`config.mk`:
```
export PLATFORM = sky130hd
export DESIGN_NAME = julian_date_to_gregorian_top
export DESIGN_NICKNAME = d
export VERILOG_FILES = /design/src/rtl/jdg_pkg.sv /design/src/rtl/jdg_time.sv /design/src/rtl/jdg_date.sv /design/src/rtl/julian_date_to_gregorian_top.sv
export VERILOG_INCLUDE_DIRS = /design/src /design/src/rtl
export SDC_FILE = /design/constraint.sdc
export NUM_CORES = 2
export LEC_CHECK = 0
export BUFFER_PORTS_ARGS = -buffer_cell sky130_fd_sc_hd__buf_2
export CORE_MARGIN = 2
export CORE_UTILIZATION = 35
export CTS_CLUSTER_DIAMETER = 50
export DETAILED_ROUTE_END_ITERATION = 10
export GPL_ROUTABILITY_DRIVEN = 0
export PLACE_DENSITY = 0.61
export SLEW_MARGIN = 10
export SYNTH_ARGS = -nofsm -noshare
export SYNTH_HDL_FRONTEND = slang
export SYNTH_SLANG_ARGS = --single-unit
```
`constraint.sdc`:
```
create_clock -name clk -period 10.1 [get_ports clk]
set_input_delay 2.02 -clock clk [delete_from_list [all_inputs] [get_ports clk]]
set_output_delay 2.02 -clock clk [all_outputs]
set_load 0.005 [all_outputs]
```
`src/rtl/julian_date_to_gregorian_top_defines.svh`:
```
// ---------------------------------------------------------------------------
// julian date to gregorian: assertion macros
// concurrent check wrappers, compiled out for synthesis
// ---------------------------------------------------------------------------
`ifndef JULIAN_DATE_TO_GREGORIAN_TOP_DEFINES_SVH
`define JULIAN_DATE_TO_GREGORIAN_TOP_DEFINES_SVH

`ifndef SYNTHESIS
// same-cycle implication
`define JDG_ASSERT_IMPL(lbl, ck, rn, ante, cons) \
    lbl: assert property (@(posedge ck) disable iff (!rn) (ante) |-> (cons)) \
        else $error("jdg check failed");
// next-cycle implication
`define JDG_ASSERT_NEXT(lbl, ck, rn, ante, cons) \
    lbl: assert property (@(posedge ck) disable iff (!rn) (ante) |=> (cons)) \
        else $error("jdg check failed");
`else
`define JDG_ASSERT_IMPL(lbl, ck, rn, ante, cons)
`define JDG_ASSERT_NEXT(lbl, ck, rn, ante, cons)
`endif

`endif

```
`src/rtl/jdg_pkg.sv`:
```
// ---------------------------------------------------------------------------
// jdg_pkg
// types, constants and tables shared by the julian date converter
// ---------------------------------------------------------------------------
package jdg_pkg;

    // pipeline depths
    localparam int DATE_STAGES = 10;
    localparam int TIME_STAGES = 7;
    localparam int TIME_PAD    = DATE_STAGES - TIME_STAGES;

    typedef struct packed {
        logic [23:0] julian_day;
        logic [26:0] ms_since_noon;
    } jdg_req_t;

    typedef struct packed {
        logic signed [16:0] year;
        logic [3:0]         month;
        logic [4:0]         day_of_month;
        logic [4:0]         hour;
        logic [5:0]         minute;
        logic [5:0]         second;
        logic [9:0]         millisecond;
    } jdg_res_t;

    typedef struct packed {
        logic signed [16:0] year;
        logic [3:0]         month;
        logic [4:0]         day_of_month;
    } jdg_date_t;

    typedef struct packed {
        logic [4:0] hour;
        logic [5:0] minute;
        logic [5:0] second;
        logic [9:0] millisecond;
    } jdg_tod_t;

    // time of day
    localparam logic [26:0] MS_LAST      = 27'd86399999;
    localparam logic [26:0] MS_DAY       = 27'd86400000;
    localparam logic [26:0] MS_HALF_DAY  = 27'd43200000;
    localparam logic [26:0] MS_PER_SEC   = 27'd1000;
    localparam logic [17:0] SEC_RECIP    = 18'd134217;   // floor(2^27 / 1000)
    localparam logic [11:0] MIN_RECIP    = 12'd2184;     // floor(2^17 / 60)
    localparam logic [5:0]  HOUR_RECIP   = 6'd34;        // floor(2^11 / 60)

    // calendar
    localparam logic [24:0] GREG_START   = 25'd2299161;
    localparam logic [26:0] ALPHA_BIAS   = 27'd7468865;
    localparam logic [26:0] ALPHA_DIV    = 27'd146097;
    localparam logic [8:0]  ALPHA_RECIP  = 9'd459;       // floor(2^26 / 146097)
    localparam logic [24:0] B_OFS        = 25'd1524;
    localparam logic [28:0] C_BIAS       = 29'd2442;
    localparam logic [28:0] C_DIV        = 29'd7305;
    localparam logic [16:0] C_RECIP      = 17'd73493;    // floor(2^29 / 7305)
    localparam logic [26:0] D_MUL        = 27'd1461;
    localparam logic [14:0] E_RECIP      = 15'd17133;    // floor(2^19 * 10000 / 306001)
    localparam logic [22:0] E_SCALE      = 23'd10000;
    localparam logic [22:0] E_DIV        = 23'd306001;
    localparam logic signed [16:0] YEAR_OFS_EARLY = 17'sd4715;
    localparam logic signed [16:0] YEAR_OFS_LATE  = 17'sd4716;

    // floor(30.6001 * e)
    function automatic logic [8:0] month_offset(input logic [3:0] e);
        logic [8:0] ofs;
        case (e)
            4'd1:    ofs = 9'd30;
            4'd2:    ofs = 9'd61;
            4'd3:    ofs = 9'd91;
            4'd4:    ofs = 9'd122;
            4'd5:    ofs = 9'd153;
            4'd6:    ofs = 9'd183;
            4'd7:    ofs = 9'd214;
            4'd8:    ofs = 9'd244;
            4'd9:    ofs = 9'd275;
            4'd10:   ofs = 9'd306;
            4'd11:   ofs = 9'd336;
            4'd12:   ofs = 9'd367;
            4'd13:   ofs = 9'd397;
            4'd14:   ofs = 9'd428;
            4'd15:   ofs = 9'd459;
            default: ofs = 9'd0;
        endcase
        return ofs;
    endfunction

endpackage

```
`src/rtl/jdg_time.sv`:
```
// ---------------------------------------------------------------------------
// jdg_time
// seven-stage split of milliseconds past noon into civil time of day
// ---------------------------------------------------------------------------
module jdg_time (
    input  logic             clk,
    input  jdg_pkg::jdg_req_t request,
    output jdg_pkg::jdg_tod_t tod
);
    import jdg_pkg::*;

    logic [26:0] ms1_reg, ms1_next;
    logic [26:0] ms2_reg;
    logic [16:0] s0_reg, s0_next;
    logic [44:0] s_prod;
    logic [26:0] s_back, s_rem;
    logic        s_inc;
    logic [16:0] secs3_reg, secs3_next, secs4_reg;
    logic [9:0]  msr3_reg, msr3_next, msr4_reg, msr5_reg, msr6_reg;
    logic [28:0] m_prod;
    logic [10:0] m0_reg, m0_next;
    logic [16:0] m_back, m_rem;
    logic        m_inc;
    logic [10:0] mins5_reg, mins5_next, mins6_reg;
    logic [5:0]  sec5_reg, sec5_next, sec6_reg;
    logic [16:0] h_prod;
    logic [4:0]  h0_reg, h0_next;
    logic [10:0] h_back, h_rem;
    logic        h_inc;
    logic [4:0]  hours;
    jdg_tod_t    tod_reg, tod_next;

    always_comb
    begin
        ms1_next   = (request.ms_since_noon >= MS_DAY) ? MS_LAST : request.ms_since_noon;

        // seconds estimate, low by at most one
        s_prod     = 45'(ms1_reg) * 45'(SEC_RECIP);
        s0_next    = s_prod[43:27];

        s_back     = 27'(s0_reg) * MS_PER_SEC;
        s_rem      = ms2_reg - s_back;
        s_inc      = s_rem >= MS_PER_SEC;
        secs3_next = s0_reg + 17'(s_inc);
        msr3_next  = s_inc ? 10'(s_rem - MS_PER_SEC) : s_rem[9:0];

        m_prod     = 29'(secs3_reg) * 29'(MIN_RECIP);
        m0_next    = m_prod[27:17];

        m_back     = 17'(m0_reg) * 17'd60;
        m_rem      = secs4_reg - m_back;
        m_inc      = m_rem >= 17'd60;
        mins5_next = m0_reg + 11'(m_inc);
        sec5_next  = m_inc ? 6'(m_rem - 17'd60) : m_rem[5:0];

        h_prod     = 17'(mins5_reg) * 17'(HOUR_RECIP);
        h0_next    = h_prod[15:11];

        h_back     = 11'(h0_reg) * 11'd60;
        h_rem      = mins6_reg - h_back;
        h_inc      = h_rem >= 11'd60;
        hours      = h0_reg + 5'(h_inc);
        // counted from noon: wrap into the next civil day
        tod_next.hour        = (hours >= 5'd12) ? hours - 5'd12 : hours + 5'd12;
        tod_next.minute      = h_inc ? 6'(h_rem - 11'd60) : h_rem[5:0];
        tod_next.second      = sec6_reg;
        tod_next.millisecond = msr6_reg;
    end

    always_ff @(posedge clk)
    begin
        ms1_reg   <= ms1_next;
        ms2_reg   <= ms1_reg;
        s0_reg    <= s0_next;
        secs3_reg <= secs3_next;
        msr3_reg  <= msr3_next;
        secs4_reg <= secs3_reg;
        m0_reg    <= m0_next;
        msr4_reg  <= msr3_reg;
        mins5_reg <= mins5_next;
        sec5_reg  <= sec5_next;
        msr5_reg  <= msr4_reg;
        h0_reg    <= h0_next;
        mins6_reg <= mins5_reg;
        sec6_reg  <= sec5_reg;
        msr6_reg  <= msr5_reg;
        tod_reg   <= tod_next;
    end

    assign tod = tod_reg;

endmodule

```
`src/rtl/jdg_date.sv`:
```
// ---------------------------------------------------------------------------
// jdg_date
// ten-stage julian day number to calendar date, three constant divides
// ---------------------------------------------------------------------------
module jdg_date (
    input  logic              clk,
    input  jdg_pkg::jdg_req_t request,
    output jdg_pkg::jdg_date_t date
);
    import jdg_pkg::*;

    logic        next_day;
    logic [24:0] z1_reg, z1_next, z2_reg, z3_reg;
    logic        greg1_next, greg1_reg, greg2_reg, greg3_reg;
    logic [26:0] na_full;
    logic [25:0] na1_reg, na1_next, na2_reg;
    logic [34:0] a_prod;
    logic [8:0]  q0_reg, q0_next;
    logic [26:0] a_back, a_rem;
    logic [8:0]  alpha3_reg, alpha3_next;
    logic [24:0] a_val, b_val;
    logic [28:0] nc_full;
    logic [24:0] b4_reg, b5_reg, b6_reg;
    logic [28:0] nc4_reg, nc5_reg;
    logic [45:0] c_prod;
    logic [15:0] c0_reg, c0_next;
    logic [28:0] c_back, c_rem;
    logic [15:0] c6_reg, c6_next, c7_reg, c8_reg, c9_reg;
    logic [26:0] d_full;
    logic [24:0] x_full;
    logic [8:0]  x7_reg, x7_next, x8_reg, x9_reg;
    logic [23:0] e_prod;
    logic [4:0]  e0_reg, e0_next;
    logic [22:0] e_lhs, e_rhs;
    logic [4:0]  e9_reg, e9_next;
    logic [4:0]  month_full;
    logic [8:0]  day_full;
    jdg_date_t   date_reg, date_next;

    always_comb
    begin
        // hour from noon reaches midnight: date of the following day
        next_day   = request.ms_since_noon >= MS_HALF_DAY;
        z1_next    = {1'b0, request.julian_day} + 25'(next_day);
        greg1_next = z1_next >= GREG_START;
        na_full    = {z1_next, 2'b00} - ALPHA_BIAS;
        na1_next   = na_full[25:0];

        a_prod     = 35'(na1_reg) * 35'(ALPHA_RECIP);
        q0_next    = a_prod[34:26];

        a_back      = 27'(q0_reg) * ALPHA_DIV;
        a_rem       = {1'b0, na2_reg} - a_back;
        alpha3_next = q0_reg + 9'(a_rem >= ALPHA_DIV);

        a_val   = greg3_reg ? z3_reg + 25'd1 + 25'(alpha3_reg) - 25'(alpha3_reg >> 2) : z3_reg;
        b_val   = a_val + B_OFS;
        nc_full = 29'(b_val) * 29'd20 - C_BIAS;

        c_prod  = 46'(nc4_reg) * 46'(C_RECIP);
        c0_next = c_prod[44:29];

        c_back  = 29'(c0_reg) * C_DIV;
        c_rem   = nc5_reg - c_back;
        c6_next = c0_reg + 16'(c_rem >= C_DIV);

        d_full  = 27'(c6_reg) * D_MUL;
        x_full  = b6_reg - d_full[26:2];
        x7_next = x_full[8:0];

        e_prod  = 24'(x7_reg) * 24'(E_RECIP);
        e0_next = e_prod[23:19];

        e_lhs   = 23'(x8_reg) * E_SCALE;
        e_rhs   = 23'(e0_reg + 5'd1) * E_DIV;
        e9_next = e0_reg + 5'(e_lhs >= e_rhs);

        month_full = (e9_reg <= 5'd13) ? e9_reg - 5'd1 : e9_reg - 5'd13;
        day_full   = x9_reg - month_offset(e9_reg[3:0]);
        date_next.month        = month_full[3:0];
        date_next.day_of_month = day_full[4:0];
        date_next.year         = $signed({1'b0, c9_reg})
                               - ((month_full <= 5'd2) ? YEAR_OFS_EARLY : YEAR_OFS_LATE);
    end

    always_ff @(posedge clk)
    begin
        z1_reg     <= z1_next;
        greg1_reg  <= greg1_next;
        na1_reg    <= na1_next;
        z2_reg     <= z1_reg;
        greg2_reg  <= greg1_reg;
        na2_reg    <= na1_reg;
        q0_reg     <= q0_next;
        z3_reg     <= z2_reg;
        greg3_reg  <= greg2_reg;
        alpha3_reg <= alpha3_next;
        b4_reg     <= b_val;
        nc4_reg    <= nc_full;
        b5_reg     <= b4_reg;
        nc5_reg    <= nc4_reg;
        c0_reg     <= c0_next;
        b6_reg     <= b5_reg;
        c6_reg     <= c6_next;
        x7_reg     <= x7_next;
        c7_reg     <= c6_reg;
        x8_reg     <= x7_reg;
        c8_reg     <= c7_reg;
        e0_reg     <= e0_next;
        x9_reg     <= x8_reg;
        c9_reg     <= c8_reg;
        e9_reg     <= e9_next;
        date_reg   <= date_next;
    end

    assign date = date_reg;

endmodule

```
`src/rtl/julian_date_to_gregorian_top.sv`:
```
// ---------------------------------------------------------------------------
// julian_date_to_gregorian_top
// julian day number and ms past noon to calendar date and time of day
// ---------------------------------------------------------------------------
//  channel   strobe        payload    direction
//  request   start/busy    request    in
//  result    done          result     out
//
//  one item per cycle; results leave in the order their items are taken
//  latency is set by the date path: three constant divides, each a reciprocal
//  multiply stage followed by a correction stage
//  busy stays low: the pipeline never stalls, results are shown for one cycle
//  reset clears only the valid bits; payload registers are not reset
// ---------------------------------------------------------------------------
`include "julian_date_to_gregorian_top_defines.svh"

module julian_date_to_gregorian_top (
    input  logic              clk,
    input  logic              rst_n,
    input  logic              start,
    output logic              busy,
    input  jdg_pkg::jdg_req_t request,
    output logic              done,
    output jdg_pkg::jdg_res_t result
);
    import jdg_pkg::*;

    logic [DATE_STAGES-1:0] valid_reg, valid_next;
    jdg_date_t              date;
    jdg_tod_t               tod;
    jdg_tod_t               tod_pad_reg [TIME_PAD];

    jdg_date u_date (
        .clk     (clk),
        .request (request),
        .date    (date)
    );

    jdg_time u_time (
        .clk     (clk),
        .request (request),
        .tod     (tod)
    );

    assign busy = 1'b0;

    always_comb
    begin
        valid_next = {valid_reg[DATE_STAGES-2:0], start && !busy};
    end

    always_ff @(posedge clk or negedge rst_n)
    begin
        if (!rst_n)
        begin
            valid_reg <= '0;
        end
        else
        begin
            valid_reg <= valid_next;
        end
    end

    // line the time of day up with the longer date path
    always_ff @(posedge clk)
    begin
        tod_pad_reg[0] <= tod;
        for (int i = 1; i < TIME_PAD; i++)
        begin
            tod_pad_reg[i] <= tod_pad_reg[i-1];
        end
    end

    assign done                = valid_reg[DATE_STAGES-1];
    assign result.year         = date.year;
    assign result.month        = date.month;
    assign result.day_of_month = date.day_of_month;
    assign result.hour         = tod_pad_reg[TIME_PAD-1].hour;
    assign result.minute       = tod_pad_reg[TIME_PAD-1].minute;
    assign result.second       = tod_pad_reg[TIME_PAD-1].second;
    assign result.millisecond  = tod_pad_reg[TIME_PAD-1].millisecond;

    `JDG_ASSERT_IMPL(a_month_range, clk, rst_n, done, result.month >= 4'd1 && result.month <= 4'd12)
    `JDG_ASSERT_IMPL(a_day_range, clk, rst_n, done, result.day_of_month >= 5'd1)
    `JDG_ASSERT_IMPL(a_hm_range, clk, rst_n, done, result.hour <= 5'd23 && result.minute <= 6'd59)
    `JDG_ASSERT_IMPL(a_sms_range, clk, rst_n, done, result.second <= 6'd59 && result.millisecond <= 10'd999)
    `JDG_ASSERT_NEXT(a_no_drop, clk, rst_n, valid_reg[DATE_STAGES-2], done)

endmodule
```
# ---- Word-level counts from Yosys, hierarchy flattened
# Memories as Yosys holds them, arrays and structs flattened. A register that Yosys moved wholly into a read port is not among the register bits.
# Index checks and enable logic that the tools add are counted.
dict set report totals {
  mem_bits_ro 144
  output_inout_bits 55
  inputBits 54
  register_bits 604
  mem_bits_rw 81
  mem_count 2
  word_cells 113
  latchBits 0
}
dict set report classes {
  n_reduce_logical 0
  n_shift 0
  bitwise_logic 0
  n_mux 7
  div_mod_pow 0
  add_sub_neg 29
  n_eq_ne 0
  n_lt_le_gt_ge 12
  n_mul 15
}
# name depth word_bits read_ports rd_ports_with_merged_regs wr line
set mem_list {}
lappend mem_list {{(no name shown)} 16 9 1 1 0 jdg_pkg.sv:68} ;# case (e)
lappend mem_list {tod_pad_reg 3 27 3 0 3 julian_date_to_gregorian_top.sv:31} ;# jdg_tod_t tod_pad_reg [TIME_PAD];
# cell count
set op_table {}
lappend op_table {{$mul 29x17->45 const B} 1}
lappend op_table {{$mul 27x18->44 const B} 1}
lappend op_table {{$mul 26x9->35 const B} 1}
lappend op_table {{$sub 17x17->17} 2}
lappend op_table {{$ge 29x13->1 const B} 1}
lappend op_table {{$mul 16x13->29 const B} 1}
lappend op_table {{$sub 29x12->29 const B} 1}
lappend op_table {{$sub 29x29->29} 1}
lappend op_table {{$ge 27x10->1 const B} 1}
lappend op_table {{$ge 27x18->1 const B} 1}
lappend op_table {{$ge 27x26->1 const B} 1}
lappend op_table {{$ge 27x27->1 const B} 1}
lappend op_table {{$mul 25x3->27 const B} 1}
lappend op_table {{$mul 9x18->27 const B} 1}
lappend op_table {{$sub 26x27->27} 1}
lappend op_table {{$sub 27x27->27} 1}
lappend op_table {{$sub 26x23->26 const B} 1}
lappend op_table {{$add 24x1->25} 1}
lappend op_table {{$add 25x1->25 const B} 1}
lappend op_table {{$add 25x11->25 const B} 1}
lappend op_table {{$add 25x9->25} 1}
lappend op_table {{$ge 25x22->1 const B} 1}
lappend op_table {{$mul 17x9->25 const B} 1}
lappend op_table {{$mux 25} 1}
lappend op_table {{33 further kinds} 38}

# ---- Depth between registers and ports, before layout
dict set report depth {
  ltp_word 7
  depth_mapped 33
  ltp_nobuf 33
}

# ---- Hierarchy
# Synthesis repeated with hierarchy kept, for this count alone.
dict set report hier_totals {
  cells_unflattened 5971
  hier_area_um2 60927.2
}
# module instances cells_each area_per_inst_um2
set by_module_without_submodules {}
lappend by_module_without_submodules {jdg_date 1 3915 39392.8}
lappend by_module_without_submodules {jdg_time 1 1936 19448.7}
lappend by_module_without_submodules {julian_date_to_gregorian_top 1 120 2085.8}

# ---- Least setup slack after synthesis
# OpenSTA, ideal clock, no wires.
dict set report synth_timing {
  path_kind {flip-flop to flip-flop}
  from {reg u_date.e0_reg[0]}
  to {reg (tool-made name)}
  stages_incl_launch_ff 29
  path_buffers 1
  setup_slack_ns 2.800
  required_ns 9.966
  setup_time_ns 0.134
  arrival_time_ns 7.166
  cell_sequence {dfxtp_1 -> clkbuf_1 -> inv_1 -> ha_1 -> inv_1 -> ha_1 -> fa_1 -> inv_1 -> fa_1 -> inv_1 -> ha_1 -> a21boi_0 -> o21ai_0 -> a21oi_1 -> o21ai_0 -> a21oi_1 -> o41ai_1 -> o21bai_1 -> a21oi_1 -> xor2_1 -> ha_1 -> a2111oi_0 -> nand3b_1 -> nor3_1 -> a221oi_1 -> ha_1 -> ha_1 -> xor2_1 -> mux4_2}
}
# element line
set synth_lines {}
lappend synth_lines {{from (decl)} jdg_date.sv:33} ;# logic [4:0] e0_reg, e0_next;
lappend synth_lines {{from (signal assigned)} jdg_date.sv:109} ;# e0_reg <= e0_next;

==> out/qor.log <==
qor: outcome.status complete, no violations
qor: setup_path.r2r.worst_path.cells 27
qor: sta.slew_viol_final 0
qor: grt.grt_overflow_total 0
qor: routing.vias_per_cell 4.706
qor: sta.slew-limit-headroom 16.01%
qor: die.core.rowCount 152
qor: setup_path.crit_path_end_kind register
qor: sta.tightestPinTransition 1.228 ns
qor: routing.routed_wl 121800 µm
qor: sta.tns 0 ns
qor: placed_design.detailedPlacementHpwl 101300 µm
qor: clock_network.total_cts_buffers 96
qor: setup_path.reg2reg_slack 1.73 ns
qor: yosys.seq_area_frac_synth 22.67%
qor: grt.grt_pass1_vias 41943
qor: die.fp.dieW 419.5 µm
qor: routing.avgRoutedWirePerCell 14.37 µm
qor: sta.finalCritPeriodShare 82.86%
qor: cells_and_area.finish.cell_count_without_fillers 8474
qor: sta.fmaxAchievable 0.1195 GHz
qor: die.floorplan.core_area 0.1715 mm²
qor: min_path.hold_path.startpoint u_date.z1_reg[19]$_DFF_P_
qor: clock_network.post_cts_resized 0
qor: job.max_cap_violations 0
qor: sta.finalSetupViolations 0
qor: placed_design.cell_area_placed 0.06355 mm²
qor: setup_path.critical_path_peak_fanout 12
qor: setup_path.cp.arrival 8.94 ns
qor: routing.route.antenna.remaining_nets 0
qor: setup_path.r2r-start u_date.e0_reg[0]$_DFF_P_
qor: clock_network.cell_at_the_root_of_the_clock_tree sky130_fd_sc_hd__clkbuf_16
qor: yosys.synth-main-ff-cell sky130_fd_sc_hd__dfxtp_1
qor: placed_design.port-buffer-count 107
qor: yosys.seq_cells_post_synth 682
qor: setup_path.setup.worst_path.start_class register
qor: clock_network.cts_hold_buffers 0
qor: cells_and_area.final_layout_size_suffix_gt1_share 5.355%
qor: grt.globalRouteTotalUtil 14.43%
qor: yosys.synthesis.area_per_instance 10.17 µm²
qor: clock_network.ctsLongestPathBuffers 3
qor: yosys.syn_area 0.06043 mm²
qor: grt.grt_max_degree 42
qor: cells_and_area.largest_register_ff_count 81
qor: sta.finalWorstSetupSlack 1.731 ns
qor: routing.drt-pass1-iter-count 7
qor: die.start_util 35.23%
qor: setup_path.timing.critical_path.required 10.67 ns
qor: min_path.hold_path_depth 0
qor: yosys.ys.warnings.count 0
qor: cells_and_area.finalNetCount 7993
qor: yosys.synth_cell_type_count 89
qor: clock_network.h-tree-depth 3
qor: cells_and_area.layout_stage_area_growth_over_the_synthesis_result 10.61%
qor: cells_and_area.final_area 0.06685 mm²
qor: clock_network.cts_tree built
qor: sta.min_period 8.369 ns
qor: clock_network.cts_sinks 682
qor: yosys.syn-instance-count 5940
qor: grt.grt_first_pass_wirelength 207800 µm
qor: setup_path.critPathKind register to register
qor: sta.hold_viol 0
qor: min_path.hold_path_class register to register
qor: die.floorplan.die.height 419.5 µm
qor: routing.route.vias.total 39877
qor: placed_design.numPlacedInstances 8298
qor: routing.number_of_remaining_drc_errors 0
qor: yosys.synth-async-reset-ratio 1.466%
qor: yosys.synth_enable_flop_cells 0
qor: die.num_io_pins 109
qor: die.floorplan.die_area 0.1760 mm²
qor: clock_network.post_cts.repair.setup_buffers 0
qor: clock_network.post_cts_clock_slew_at_the_launch_and_capture_registers_of_the_worst_setup_and_hold_paths 0.06 ns
qor: placed_design.dp_worst_setup_slack 1.840 ns
qor: min_path.hold-path-endpoint u_date.z2_reg[19]$_DFF_P_
qor: clock_network.worst_skew_pair.late_latency 0.71 ns
qor: routing.drt_iter0_markers 1757
qor: sta.grt_setup_unrepaired no
qor: grt.initial_antenna_violation_count 1
qor: yosys.synth_nets 7847
qor: sta.largest_clock_skew_in_the_final_design 0.03867 ns
-- area by class of cell --
class                   count  area (µm²)
flip-flops and latches    682       13700
clock inverters            55       674.4
multi-input cells        4041       42060
well taps                2310        2890
diodes                      1       2.502
clock buffers             120        2624
inverters                1155        4335
repair buffers            110       558.0
fillers                 16942      104700
-- how the worst max path moves through the flow --
| stage | start | endpoint | slack, ns |
|---|---|---|---|
| finish | u_date.e0_reg[0]$_DFF_P_ | register | 1.73 |
| global route | u_date.e0_reg[0]$_DFF_P_ | register | 0.93 |
| CTS | u_date.e0_reg[0]$_DFF_P_ | register | 1.80 |
| detailed placement | u_date.e0_reg[0]$_DFF_P_ | register | 1.84 |
| global placement | u_date.e0_reg[0]$_DFF_P_ | register | 2.02 |
| floorplan | u_date.e0_reg[0]$_DFF_P_ | register | 2.80 |
-- metrics by stage --
step | utilization, % | hold slack [ns]
floorplan | - | 0.3096
global placement | 37.04 | 0.3099
global route | 38.97 | 0.3081
CTS | 38.97 | 0.3101
detailed placement | 37.04 | 0.3121
finish | 38.97 | 0.3178
-- cells in the final DEF, fill, tap and decap left out, types with 31 or more instances in the layout --
| master | synthesis | layout |
|---|---|---|
| sky130_fd_sc_hd__o21ai_0 | 164 | 164 |
| sky130_fd_sc_hd__nor2b_1 | 40 | 40 |
| sky130_fd_sc_hd__clkbuf_16 | 0 | 97 |
| sky130_fd_sc_hd__and3_1 | 33 | 33 |
| sky130_fd_sc_hd__inv_1 | 1155 | 1155 |
| sky130_fd_sc_hd__o21a_1 | 66 | 66 |
| sky130_fd_sc_hd__dfxtp_1 | 672 | 672 |
| sky130_fd_sc_hd__fa_1 | 634 | 634 |
| sky130_fd_sc_hd__o211ai_1 | 31 | 31 |
| sky130_fd_sc_hd__buf_2 | 0 | 107 |
| sky130_fd_sc_hd__nand3_1 | 101 | 101 |
| sky130_fd_sc_hd__nand2b_1 | 59 | 59 |
| sky130_fd_sc_hd__a21o_1 | 109 | 109 |
| sky130_fd_sc_hd__nand2_1 | 191 | 191 |
| sky130_fd_sc_hd__nor2_1 | 191 | 191 |
| sky130_fd_sc_hd__nor3_1 | 85 | 85 |
| sky130_fd_sc_hd__xor2_1 | 131 | 131 |
| sky130_fd_sc_hd__xnor2_1 | 268 | 268 |
| sky130_fd_sc_hd__ha_1 | 1219 | 1219 |
| sky130_fd_sc_hd__a21oi_1 | 240 | 239 |
| sky130_fd_sc_hd__nand4_1 | 33 | 33 |
-- cells in the mapped netlist (all sizes together) (11+ instances only) --
| master | instances | area share (%) |
|---|---|---|
| xnor2 | 269 | 3.9 |
| and3 | 33 | 0.34 |
| and2 | 28 | 0.29 |
| buf | 30 | 0.36 |
| a211oi | 28 | 0.36 |
| o211ai | 31 | 0.39 |
| nand3 | 101 | 0.84 |
| nor4 | 23 | 0.27 |
| nor3 | 87 | 0.74 |
| ha | 1219 | 25 |
| o21bai | 27 | 0.34 |
| a21boi | 21 | 0.26 |
| mux2i | 21 | 0.35 |
| o31ai | 12 | 0.15 |
| nand2 | 191 | 1.2 |
| o21a | 66 | 0.82 |
| or3 | 24 | 0.25 |
| dfxtp | 672 | 22 |
| xor2 | 131 | 1.9 |
| a2111oi | 17 | 0.25 |
| o21ai | 164 | 1.4 |
| nor2b | 41 | 0.44 |
| fa | 634 | 21 |
| a21oi | 240 | 2.0 |
| a21o | 109 | 1.4 |
| nand2b | 59 | 0.61 |
| nor2 | 191 | 1.2 |
| or2 | 16 | 0.17 |
| clkbuf | 32 | 0.20 |
| inv | 1155 | 7.2 |
| nand4 | 34 | 0.38 |
| nand3b | 11 | 0.14 |
| a31oi | 23 | 0.24 |
-- worst max-delay path, stage by stage (launching register included) --
cell,delay (ns)
sky130_fd_sc_hd__dfxtp_1,0.58
sky130_fd_sc_hd__ha_1,0.26
sky130_fd_sc_hd__nand3_1,0.10
sky130_fd_sc_hd__xor2_1,0.50
sky130_fd_sc_hd__inv_1,0.28
sky130_fd_sc_hd__fa_1,0.58
sky130_fd_sc_hd__inv_1,0.06
sky130_fd_sc_hd__fa_1,0.54
sky130_fd_sc_hd__inv_1,0.04
sky130_fd_sc_hd__ha_1,0.32
sky130_fd_sc_hd__a21boi_0,0.14
sky130_fd_sc_hd__o21ai_0,0.24
sky130_fd_sc_hd__a21oi_1,0.12
sky130_fd_sc_hd__o21ai_0,0.24
sky130_fd_sc_hd__a21oi_1,0.14
sky130_fd_sc_hd__o41ai_1,0.68
sky130_fd_sc_hd__o21bai_1,0.12
sky130_fd_sc_hd__a21oi_1,0.24
sky130_fd_sc_hd__xor2_1,0.19
sky130_fd_sc_hd__ha_1,0.27
sky130_fd_sc_hd__a2111oi_0,0.55
sky130_fd_sc_hd__nand3b_1,0.14
sky130_fd_sc_hd__nor3_1,0.20
sky130_fd_sc_hd__a221oi_1,0.10
sky130_fd_sc_hd__ha_1,0.24
sky130_fd_sc_hd__ha_1,0.20
sky130_fd_sc_hd__xor2_1,0.58
sky130_fd_sc_hd__mux4_2,0.58
-- metal layers --
layer  up-vias  GRT usage [%]  share of wire [%]
met1     19090          18.62                 46
met4         0          4.097                2.7
li1      19950              -                  -
met3       213          2.247                3.7
met2       624          24.86                 48
met5         -              0                  0
-- kinds of logic after synthesis --
kind of cell	count (synthesis)	share of synthesized area, %
AOI/OAI and AO/OA	868	9.433
adders and majority gates	1853	46.24
muxes	27	0.4969
xor gates and xnor gates	401	5.849
DFF	682	22.67
other	1	0.006205
buffers and inverters	1217	7.735
and+or+nand+nor	891	7.565
Power is left out: the tool's default activity adds up to more than one toggle a clock period on the data nets, which glitch-free logic cannot reach.
